===== src/rtl/sdk_pkg.sv =====
// Shared constants, arithmetic tables and rounding helpers for the swerve drive
// kinematics block. No dependencies.

package sdk_pkg;

   localparam int MODULES        = 4;
   localparam int STEER_W        = 13;
   localparam int ENC_COUNTS     = 8192;
   localparam int SPEED_W        = 16;
   localparam int SPEED_MAX      = 21600;
   localparam int CORDIC_STEPS   = 16;
   localparam int ITER_W         = $clog2(CORDIC_STEPS);
   localparam int K_INV_Q16      = 39797;
   localparam int C0707_Q16      = 46334;
   localparam int CNT_SCALE      = 91;
   localparam int DATA_W         = 28;
   localparam int ANGLE_W        = 26;
   localparam int PROD_W         = 46;
   localparam int CSR_ADDR_W     = 3;

   typedef logic signed [DATA_W-1:0]  data_type;
   typedef logic signed [ANGLE_W-1:0] angle_type;
   typedef logic signed [PROD_W-1:0]  prod_type;

   // Arctangent of 2^-i in degrees with 16 fraction bits.
   function automatic angle_type atan_q16(input logic [ITER_W-1:0] i);
      angle_type a;
      case (i)
         4'd0:    a = 26'sd2949120;
         4'd1:    a = 26'sd1740967;
         4'd2:    a = 26'sd919879;
         4'd3:    a = 26'sd466945;
         4'd4:    a = 26'sd234379;
         4'd5:    a = 26'sd117304;
         4'd6:    a = 26'sd58666;
         4'd7:    a = 26'sd29335;
         4'd8:    a = 26'sd14668;
         4'd9:    a = 26'sd7334;
         4'd10:   a = 26'sd3667;
         4'd11:   a = 26'sd1833;
         4'd12:   a = 26'sd917;
         4'd13:   a = 26'sd458;
         4'd14:   a = 26'sd229;
         4'd15:   a = 26'sd115;
         default: a = '0;
      endcase
      return a;
   endfunction

   // Shift right rounding to nearest, halves away from zero.
   function automatic prod_type round_shr(input prod_type v, input int s);
      prod_type half;
      prod_type r;
      half = prod_type'(1) <<< (s - 1);
      if (v >= 0) r = (v + half) >>> s;
      else r = -((-v + half) >>> s);
      return r;
   endfunction

endpackage


===== src/rtl/swerve_drive_kinematics.sv =====
// Top level of the four-module swerve drive inverse kinematics block.
// Depends on sdk_pkg for constants, the arctangent table and rounding.

// In move mode an item passes through the frame rotation, the gain and rate scaling
// and, for each module, vectoring and result scaling; a module whose wheel vector is
// zero skips its vectoring. In zero-force mode the result is presented in the cycle
// after acceptance. In either mode the result waits on rsp_tready; req_tready is low
// from acceptance until the result is taken.
// The single shared CORDIC stage runs 16 iterations for the frame rotation and 16
// for each module's vectoring, and the single multiplier does gain correction and
// angle scaling. Steering targets are encoder counts in [0, 8192); speeds are
// integer rpm saturated at 21600 before the reversal sign is applied.

module swerve_drive_kinematics (
   input  logic         clock,
   input  logic         reset,
   input  logic         req_tvalid,
   output logic         req_tready,
   // vx_speed, vy_speed, vw_speed, heading_offset, steer_feedback, zero fill
   input  logic [71:0]  req_tdata,
   // mode, sticks_idle
   input  logic [1:0]   req_tuser,
   output logic         rsp_tvalid,
   input  logic         rsp_tready,
   // wheel_speed_0..3, steer_target_0..3, reversed, zero fill
   output logic [119:0] rsp_tdata,
   input  logic         csr_valid,
   output logic         csr_ready,
   input  logic [sdk_pkg::CSR_ADDR_W-1:0] csr_addr,
   input  logic [sdk_pkg::STEER_W-1:0]    csr_wdata
);

   typedef enum logic [3:0] {
      S_IDLE, S_ROT, S_RX_MUL, S_RX_USE, S_RY_MUL, S_RY_USE, S_W_MUL, S_W_USE,
      S_VEC_LOAD, S_VEC, S_MAG_MUL, S_MAG_USE, S_CNT_MUL, S_CNT_USE, S_DECIDE, S_OUT
   } state_type;

   localparam int SW = sdk_pkg::STEER_W;
   localparam int HALF_TURN = sdk_pkg::ENC_COUNTS / 2;
   localparam int QUARTER_TURN = sdk_pkg::ENC_COUNTS / 4;

   state_type state_ff;
   logic [sdk_pkg::ITER_W-1:0] iter_ff;
   logic [1:0] mod_ff;
   sdk_pkg::data_type x_ff, y_ff, x_in, y_in;
   sdk_pkg::angle_type z_ff, z_in;
   sdk_pkg::data_type rx_ff, ry_ff, w_ff;
   logic signed [14:0] vw_ff;
   logic [SW-1:0] fb_ff;
   logic idle_ff;
   sdk_pkg::prod_type prod_ff, prod_in;
   sdk_pkg::data_type mul_a;
   logic [16:0] mul_b;
   logic [SW-1:0] offset_ff [sdk_pkg::MODULES];
   logic [SW-1:0] held_ff [sdk_pkg::MODULES];
   logic [SW-1:0] tgt_ff [sdk_pkg::MODULES];
   logic signed [sdk_pkg::SPEED_W-1:0] speed_ff [sdk_pkg::MODULES];
   logic dir_ff;

   // Heading reduction and frame rotation setup.
   logic signed [10:0] h;
   sdk_pkg::data_type lx, ly;
   sdk_pkg::angle_type lz;
   // Module vector setup.
   sdk_pkg::data_type va, vb;
   // Shared CORDIC stage.
   sdk_pkg::data_type dx, dy;
   sdk_pkg::angle_type at;
   // Result rounding.
   sdk_pkg::prod_type r16, r8, cnt;
   logic [SW-1:0] tgt_new;
   logic [SW-1:0] err, err_abs;
   logic flip;

   assign req_tready = (state_ff == S_IDLE);
   assign rsp_tvalid = (state_ff == S_OUT);
   assign csr_ready = 1'b1;

   always_comb begin
      h = 11'(signed'(req_tdata[54:45]));
      if (h < 0) h = h + 11'sd360;
      if (h < 0) h = h + 11'sd360;
      if (h >= 11'sd360) h = h - 11'sd360;
      if (h > 11'sd180) h = h - 11'sd360;
      lx = sdk_pkg::data_type'(signed'(req_tdata[14:0])) <<< 8;
      ly = sdk_pkg::data_type'(signed'(req_tdata[29:15])) <<< 8;
      if (h > 11'sd90) begin
         lx = -lx;
         ly = -ly;
         h = h - 11'sd180;
      end else if (h < -11'sd90) begin
         lx = -lx;
         ly = -ly;
         h = h + 11'sd180;
      end
      lz = sdk_pkg::angle_type'(h) <<< 16;
   end

   always_comb begin
      va = (mod_ff < 2'd2) ? ry_ff - w_ff : ry_ff + w_ff;
      vb = (mod_ff == 2'd0 || mod_ff == 2'd3) ? rx_ff + w_ff : rx_ff - w_ff;
   end

   // One CORDIC iteration; rotation steers on z, vectoring on y.
   always_comb begin
      dx = y_ff >>> iter_ff;
      dy = x_ff >>> iter_ff;
      at = sdk_pkg::atan_q16(iter_ff);
      if ((state_ff == S_ROT) ? (z_ff >= 0) : (y_ff < 0)) begin
         x_in = x_ff - dx;
         y_in = y_ff + dy;
      end else begin
         x_in = x_ff + dx;
         y_in = y_ff - dy;
      end
      if ((state_ff == S_ROT) ? (z_ff >= 0) : (y_ff < 0)) z_in = z_ff - at;
      else z_in = z_ff + at;
   end

   always_comb begin
      case (state_ff)
         S_RY_MUL: begin
            mul_a = y_ff;
            mul_b = 17'(sdk_pkg::K_INV_Q16);
         end
         S_W_MUL: begin
            mul_a = sdk_pkg::data_type'(vw_ff);
            mul_b = 17'(sdk_pkg::C0707_Q16);
         end
         S_CNT_MUL: begin
            mul_a = sdk_pkg::data_type'(z_ff);
            mul_b = 17'(sdk_pkg::CNT_SCALE);
         end
         default: begin
            mul_a = x_ff;
            mul_b = 17'(sdk_pkg::K_INV_Q16);
         end
      endcase
      prod_in = mul_a * $signed({1'b0, mul_b});
   end

   always_comb begin
      r16 = sdk_pkg::round_shr(prod_ff, 16);
      r8 = sdk_pkg::round_shr(prod_ff, 8);
      cnt = sdk_pkg::round_shr(prod_ff, 18);
      tgt_new = offset_ff[mod_ff] + SW'(cnt);
      err = fb_ff - tgt_ff[0];
      err_abs = err[SW-1] ? SW'(-err) : err;
      // An error beyond the half turn is folded by the full turn onto the shorter arc.
      if (32'(err_abs) > HALF_TURN) err_abs = SW'(sdk_pkg::ENC_COUNTS - 32'(err_abs));
      flip = (32'(err_abs) > QUARTER_TURN);
   end

   always_ff @(posedge clock) begin
      prod_ff <= prod_in;
      if (reset) begin
         state_ff <= S_IDLE;
         dir_ff <= 1'b0;
         iter_ff <= '0;
         mod_ff <= '0;
         for (int m = 0; m < sdk_pkg::MODULES; m++) begin
            offset_ff[m] <= '0;
            held_ff[m] <= '0;
         end
      end else begin
         if (csr_valid && csr_addr < sdk_pkg::CSR_ADDR_W'(sdk_pkg::MODULES))
            offset_ff[csr_addr[1:0]] <= csr_wdata;
         case (state_ff)
            S_IDLE: begin
               if (req_tvalid) begin
                  vw_ff <= signed'(req_tdata[44:30]);
                  fb_ff <= req_tdata[67:55];
                  idle_ff <= req_tuser[1];
                  x_ff <= lx;
                  y_ff <= ly;
                  z_ff <= lz;
                  iter_ff <= '0;
                  mod_ff <= '0;
                  if (req_tuser[0]) begin
                     for (int m = 0; m < sdk_pkg::MODULES; m++) begin
                        speed_ff[m] <= '0;
                        tgt_ff[m] <= held_ff[m];
                     end
                     state_ff <= S_OUT;
                  end else begin
                     state_ff <= S_ROT;
                  end
               end
            end
            S_ROT, S_VEC: begin
               x_ff <= x_in;
               y_ff <= y_in;
               z_ff <= z_in;
               iter_ff <= iter_ff + 1'b1;
               if (iter_ff == sdk_pkg::ITER_W'(sdk_pkg::CORDIC_STEPS - 1))
                  state_ff <= (state_ff == S_ROT) ? S_RX_MUL : S_MAG_MUL;
            end
            S_RX_MUL: state_ff <= S_RX_USE;
            S_RX_USE: begin
               rx_ff <= sdk_pkg::DATA_W'(r16);
               state_ff <= S_RY_MUL;
            end
            S_RY_MUL: state_ff <= S_RY_USE;
            S_RY_USE: begin
               ry_ff <= sdk_pkg::DATA_W'(r16);
               state_ff <= S_W_MUL;
            end
            S_W_MUL: state_ff <= S_W_USE;
            S_W_USE: begin
               w_ff <= sdk_pkg::DATA_W'(r8);
               state_ff <= S_VEC_LOAD;
            end
            S_VEC_LOAD: begin
               iter_ff <= '0;
               if (va == 0 && vb == 0) begin
                  // A zero wheel vector has zero angle and zero speed.
                  x_ff <= '0;
                  y_ff <= '0;
                  z_ff <= '0;
                  state_ff <= S_MAG_MUL;
               end else if (vb < 0) begin
                  x_ff <= -vb;
                  y_ff <= -va;
                  z_ff <= (va >= 0) ? 26'sd11796480 : -26'sd11796480;
                  state_ff <= S_VEC;
               end else begin
                  x_ff <= vb;
                  y_ff <= va;
                  z_ff <= '0;
                  state_ff <= S_VEC;
               end
            end
            S_MAG_MUL: state_ff <= S_CNT_MUL;
            S_CNT_MUL: begin
               // prod_ff now holds the magnitude product.
               if (sdk_pkg::round_shr(r16, 8) > sdk_pkg::SPEED_MAX)
                  speed_ff[mod_ff] <= 16'(sdk_pkg::SPEED_MAX);
               else
                  speed_ff[mod_ff] <= 16'(sdk_pkg::round_shr(r16, 8));
               state_ff <= S_CNT_USE;
            end
            S_CNT_USE: begin
               tgt_ff[mod_ff] <= tgt_new;
               mod_ff <= mod_ff + 1'b1;
               state_ff <= (mod_ff == 2'd3) ? S_DECIDE : S_VEC_LOAD;
            end
            S_DECIDE: begin
               dir_ff <= flip;
               for (int m = 0; m < sdk_pkg::MODULES; m++) begin
                  if (flip) speed_ff[m] <= -speed_ff[m];
                  if (idle_ff) begin
                     tgt_ff[m] <= held_ff[m];
                  end else if (flip) begin
                     tgt_ff[m] <= tgt_ff[m] + SW'(HALF_TURN);
                     held_ff[m] <= tgt_ff[m] + SW'(HALF_TURN);
                  end else begin
                     held_ff[m] <= tgt_ff[m];
                  end
               end
               state_ff <= S_OUT;
            end
            S_OUT: if (rsp_tready) state_ff <= S_IDLE;
            default: state_ff <= S_IDLE;
         endcase
      end
   end

   assign rsp_tdata = {3'b000, dir_ff, tgt_ff[3], tgt_ff[2], tgt_ff[1], tgt_ff[0],
                       speed_ff[3], speed_ff[2], speed_ff[1], speed_ff[0]};

endmodule

===== config.mk =====
export PLATFORM = sky130hd
export DESIGN_NAME = swerve_drive_kinematics
export DESIGN_NICKNAME = d
export VERILOG_FILES = /design/src/rtl/sdk_pkg.sv /design/src/rtl/swerve_drive_kinematics.sv
export SDC_FILE = /design/constraint.sdc
export NUM_CORES = 2
export LEC_CHECK = 0
export BUFFER_PORTS_ARGS = -buffer_cell sky130_fd_sc_hd__buf_2
export CAP_MARGIN = 20
export CORE_UTILIZATION = 55
export CTS_CLUSTER_DIAMETER = 80
export DETAILED_ROUTE_END_ITERATION = 8
export GPL_ROUTABILITY_DRIVEN = 1
export HOLD_SLACK_MARGIN = 0.1
export PLACE_DENSITY = 0.7
export SLEW_MARGIN = 20
export SYNTH_ARGS = -nofsm -noshare
export SYNTH_HDL_FRONTEND = slang
export SYNTH_SLANG_ARGS = --single-unit

===== constraint.sdc =====
create_clock -name clock -period 15.7 [get_ports clock]
set_input_delay 1.57 -clock clock [delete_from_list [all_inputs] [get_ports clock]]
set_output_delay 1.57 -clock clock [all_outputs]
set_load 0.01 [all_outputs]

# Word level (Yosys, flattened, before mapping)
# Memory sizes are Yosys's and may differ from the RTL's. A register that Yosys moved wholly into a read port is not among the register bits.
# Index checks and enable logic that the tools add are counted.
dict set report classes {
  n_reduce_logical 21
  eq_ne 19
  n_mux 126
  bitwise_logic 22
  n_addsub 48
  n_mul 1
  shift 2
  n_lt_le_gt_ge 17
}
# operator count
set ops {}
lappend ops {{$mux W28} 15}
lappend ops {{$mux W13} 21}
lappend ops {{$pmux W28 S3} 3}
lappend ops {{$mux W46} 4}
lappend ops {{$mux W16} 9}
lappend ops {{$mux W26} 5}
lappend ops {{$add A28 B28 Y28} 4}
lappend ops {{$sub A28 B28 Y28} 4}
lappend ops {{$add A46 B9 Y46 const B} 2}
lappend ops {{$neg A28 Y28} 3}
lappend ops {{$pmux W26 S3} 1}
lappend ops {{$add A36 B9 Y36 const B} 2}
lappend ops {{$logic_not A32 Y1} 2}
lappend ops {{$neg A16 Y16} 4}
lappend ops {{$add A31 B19 Y31 const B} 2}
lappend ops {{$lt A28 B1 Y1 const B} 2}
lappend ops {{$neg A23 Y28} 2}
lappend ops {{$pmux W4 S14} 1}
lappend ops {{$sshr A28 B4 Y28} 2}
lappend ops {{$add A13 B13 Y13 const B} 4}
lappend ops {{$add A45 B17 Y46 const B} 1}
lappend ops {{$add A46 B17 Y46 const B} 1}
lappend ops {{$ge A46 B1 Y1 const B} 1}
lappend ops {{$gt A46 B16 Y1 const B} 1}
lappend ops {{60 further kinds} 160}
dict set report word_totals {
  ramBits 220
  rom_bits 352
  elab_cells 275
  regBits 251
  mem_count 5
  out_inout_bits 123
}
# name words word_bits rd rd_ports_with_merged_regs write_ports line
set mem_list {}
lappend mem_list {{(no name shown)} 16 22 1 1 0 sdk_pkg.sv:28} ;# case (i)
lappend mem_list {speed_ff 4 16 4 0 4 swerve_drive_kinematics.sv:57} ;# logic signed [sdk_pkg::SPEED_W-1:0] speed_ff [sdk_pkg::MODULES];
lappend mem_list {held_ff 4 13 4 0 4 swerve_drive_kinematics.sv:55} ;# logic [SW-1:0] held_ff [sdk_pkg::MODULES];
lappend mem_list {offset_ff 4 13 1 1 4 swerve_drive_kinematics.sv:54} ;# logic [SW-1:0] offset_ff [sdk_pkg::MODULES];
lappend mem_list {tgt_ff 4 13 4 0 4 swerve_drive_kinematics.sv:56} ;# logic [SW-1:0] tgt_ff [sdk_pkg::MODULES];

# Depth between registers and ports, before layout
dict set report depth {
  depth_word 18
  mapped_depth 42
  depth_no_buf 41
}

# Least setup slack after synthesis
# OpenSTA, ideal clock, no wires.
dict set report synth_path {
  path_kind {register -> register}
  from {register state_ff[0]}
  to {register, netlist name prod_ff[44]}
  n_path_buf 2
  stages_incl_launch_ff 35
  arrival_ps 8479
  slack_ps 7103
  required_ps 15582
  path_cell_list {dfxtp_1 > clkbuf_1 > nor3_1 > clkbuf_1 > nand2_1 > inv_1 > a21oi_1 > nand2_1 > o21ai_0 > a21oi_1 > inv_1 > nor2_1 > fa_1 > fa_1 > inv_1 > fa_1 > inv_1 > fa_1 > inv_1 > fa_1 > inv_1 > fa_1 > ha_1 > o21ai_0 > a311oi_1 > a2111oi_0 > o31ai_1 > nand4_1 > a311oi_1 > o21ai_0 > a21boi_0 > nor4_1 > o311ai_0 > o31a_1 > xnor2_1}
}
dict set report synth_between {
  elab_chain_len 3
  word_cells_on_any_way 6
  cone_classes {mul (1); eq/ne (3); mux (2)}
}
# item line
set synth_rtl {}
lappend synth_rtl {{from (decl)} swerve_drive_kinematics.sv:42} ;# state_type state_ff;
lappend synth_rtl {{from (signal assigned)} swerve_drive_kinematics.sv:196} ;# state_ff <= (state_ff == S_ROT) ? S_RX_MUL : S_MAG_MUL;
lappend synth_rtl {{from (signal assigned)} swerve_drive_kinematics.sv:245} ;# state_ff <= (mod_ff == 2'd3) ? S_DECIDE : S_VEC_LOAD;
lappend synth_rtl {{$eq A4 B4 Y1 or $eq A4 B3 Y1 (tied branches)} swerve_drive_kinematics.sv:121} ;# case (state_ff)
lappend synth_rtl {{$pmux W28 S3 or $pmux W16 S2 (tied branches)} swerve_drive_kinematics.sv:121}
lappend synth_rtl {{$mul A28 B17 Y45 (*)} swerve_drive_kinematics.sv:139} ;# prod_in = mul_a * $signed({1'b0, mul_b});
lappend synth_rtl {{via prod_in[44]} swerve_drive_kinematics.sv:51} ;# sdk_pkg::prod_type prod_ff, prod_in;
# Mark *: on every way through the listed nets, which the timed path passes. The rest lies on a longest branch.
# A chain may end at the register's enable or synchronous reset.

# Worst setup path after layout
dict set report layout_path {
  from {register state_ff[1]}
  to {register, netlist name prod_ff[44]}
}
dict set report layout_between {
  elab_chain_len 3
  word_cells_on_any_way 6
  cone_classes {mul (1); eq/ne (3); mux (2)}
}
# item line
set layout_rtl {}
lappend layout_rtl {{$eq A4 B4 Y1 or $eq A4 B3 Y1 (tied branches)} swerve_drive_kinematics.sv:121}
lappend layout_rtl {{$pmux W28 S3 or $pmux W16 S2 (tied branches)} swerve_drive_kinematics.sv:121}
lappend layout_rtl {{$mul A28 B17 Y45 (*)} swerve_drive_kinematics.sv:139}
lappend layout_rtl {{via prod_in[44]} swerve_drive_kinematics.sv:51}
# Marks and branches as above.

==> run_results.csv <==
group,metric,value,unit
clocking,clkSinkCount,495,
clocking,clk_path_buf_depth,3,
sta,worstMarginPinSlew,1270,ps
synthesis,syn_area_per_cell,8.64,um2
floorplan,ioPinCount,218,
place,place_hpwl,139,mm
sta,finalHoldViolations,0,
setup_path,max_stage_delay,810,ps
job,drv_cap,0,
final_layout,fillers,9142,
synthesis,netlist_area,56800,um2
clocking,cts.htree.levels,3,
sta,rsz0062_at_grt,"no",
final_layout,final_common_cell,"inv_1",
sta,slew_viol_final,0,
clocking,clk_pin_slew,60,ps
setup_path,critPathLaunchType,"flop",
synthesis,synth-simple-area-share,18.6,%
floorplan,die_h,323,um
synthesis,muxShareOfSynthArea,3.07,%
setup_path,arrival,11960,ps
sta,setup_viol,0,
synthesis,yosysWarnings,0,
detailed_routing,vias,48800,
synthesis,ys_ff_latch,495,
final_layout,area_growth,8.09,%
synthesis,syn_inst,6568,
setup_path,cp.required,16250,ps
synthesis,synth_edf_count,415,
clocking,cts_tree,"built",
sta,fin_crit_sh,72.7,%
place,gp_congestion,0.983,
global_routing,grt_pass1_vias,47100,
floorplan,initial_utilization,55.6,%
clocking,cts-root-buf,"clkbuf_16",
clocking,post_cts_resized,0,
floorplan,die_w,323,um
synthesis,yosysSeqAreaShare,24.8,%
synthesis,synth_top_family_by_area,"adder cells",
place,port-buffer-count,209,
synthesis,synth_compound_area_share,14.4,%
setup_path,end_kind,"flop",
clocking,clk_latency,660,ps
sta,setup-tns-final,0,ps
sta,min_period,11410,ps
global_routing,grt_start_max_net_pins,78,
synthesis,ys.flop_type,"edfxtp_1",
setup_path,cp_slowest_cell,"inv_1",
status,outcome,"finished, final reports clean",
detailed_routing,wl,178,mm
detailed_routing,wl_per_cell,21.9,um
global_routing,grt_pass1_wl,274,mm
sta,slew_headroom,14.8,%
hold_path,hp-class,"flop to flop",
synthesis,yosysUniqueCellTypes,101,
hold_path,min_path_cells,2,
detailed_routing,drt_iter0_markers,4766,
final_layout,multi_input_area,38600,um2
floorplan,num_rows,117,
floorplan,dieArea,105000,um2
detailed_routing,drtPass1Iterations,5,
final_layout,layout-drive-gt1-share,8.43,%
setup_path,ff2ff_path_depth,33,
synthesis,synth_adder_area_share,21.3,%
detailed_routing,viasPerCell,6.04,
setup_path,crit_type,"flop to flop",
floorplan,core_region_area,102000,um2
sta,finalClockSkew,40.6,ps
clocking,hold_buffers,0,
detailed_routing,drcViolationCount,0,
clocking,cts_buffers,66,
sta,fmax,0.0876,GHz
setup_path,cp_max_fo,35,
global_routing,track_usage,34.0,%
clocking,postCtsSetupRepairBufs,0,
detailed_routing,final_antenna_net_count,0,
final_layout,regArea,14100,um2
final_layout,layout_common_cells,"inv_1 (859), nand2_1 (661), nor2_1 (470), xnor2_1 (421), edfxtp_1 (415)",
global_routing,grt_overflow,0,
final_layout,finalNetCount,7468,
global_routing,antenna_found_initial,18,
synthesis,async_flop_share,0,%
synthesis,synth_xor_area_share,10.2,%
-- state kept, by name, indices dropped and copies added, names as in the netlist, 22 cells and up, named ones only --
register and flops:
at 22, held_ff 52, offset_ff 52, prod_ff 45
rx_ff 28, ry_ff 28, speed_ff 64, tgt_ff 52
w_ff 28, x_ff 28, y_ff 28, z_ff 26
-- cells by family (layout without fill, tap and decap cells) --
logic type,Yosys count,in the layout
and+or+nand+nor,2168,2168
AOI/OAI and AO/OA,1259,1259
buffers and inverters,1132,1265
adders and majority gates,724,724
xor gates and xnor gates,657,657
DFF,495,495
muxes,131,131
other,2,20
-- worst max-delay path: cells and delay by family, from the launching register on --
family | cells | cell delay [ps]
AND/OR/NAND/NOR | 11 | 2320
flip-flops | 1 | 750
XOR/XNOR | 1 | 110
buffers and inverters | 5 | 1620
AO/OA/AOI/OAI | 9 | 3070
adder cells (fa/ha/maj) | 7 | 3320
-- cells in the mapped netlist, types with 42 or more instances --
master / n / area (um2)
and2_1: 148 / 926
inv_1: 859 / 3220
buf_1: 42 / 158
edfxtp_1: 415 / 12500
clkbuf_1: 204 / 766
ha_1: 317 / 3970
nand4_1: 53 / 332
and3_1: 59 / 369
xnor2_1: 422 / 3700
xor2_1: 233 / 2040
or3_1: 99 / 619
fa_1: 406 / 8130
a32o_1: 42 / 420
nor3_1: 151 / 756
nor4_1: 85 / 532
a21o_1: 51 / 383
nor2_1: 476 / 1790
o21ai_0: 340 / 1700
mux2i_1: 75 / 751
a21oi_1: 304 / 1520
dfxtp_1: 80 / 1600
a31oi_1: 54 / 338
or2_2: 49 / 307
a211oi_1: 50 / 375
nand2b_1: 56 / 350
nand3_1: 179 / 896
nand2_1: 661 / 2480
-- final timing paths --
check / slack [ps] / from / endpoint
max: 4290 / state_ff[1]$_SDFFE_PP0P_ / prod_ff[44]$_DFF_P_
min: 500 / dir_ff$_SDFFE_PP0P_ / dir_ff$_SDFFE_PP0P_
max reg2reg: 4290 / state_ff[1]$_SDFFE_PP0P_ / prod_ff[44]$_DFF_P_
min reg2reg: 500 / dir_ff$_SDFFE_PP0P_ / dir_ff$_SDFFE_PP0P_
-- routing by layer --
layer / up-vias / global-route usage [%] / share of wire, %
li1: 22800 / - / -
met2: 1942 / 53.1 / 45
met1: 23800 / 46.9 / 42
met5: - / 0 / 0.015
met4: 4 / 14.3 / 4.8
met3: 384 / 5.41 / 8.1
-- per-stage QoR --
stage / setup slack [ps] / hold WS [ps] / cell area (um2) / utilization (%) / std cells
final: 4290 / 504 / 61400 / 60.1 / 8087
after global routing: 3650 / 522 / 61400 / 60.1 / 8082
after CTS: 4510 / 496 / 61300 / 60.1 / 8071
after detailed placement: 4590 / 482 / 59200 / 58.0 / 7950
after global placement: 4700 / 464 / 59200 / 58.0 / 7950
after floorplan: 7100 / 456 / 56800 / - / 6570
-- layout make-up --
type                    count  share of cell area (%)
diodes                     16                  0.0652
clock buffers              87                    2.95
clock inverters            34                   0.581
inverters                 864                    5.28
multi-input cells        4943                    62.8
flip-flops and latches    495                    22.9
well taps                1368                    2.79
repair buffers            280                    2.57
Power is not shown: default switching activity piles up to over one toggle a cycle in this logic, so the estimate is an artifact.
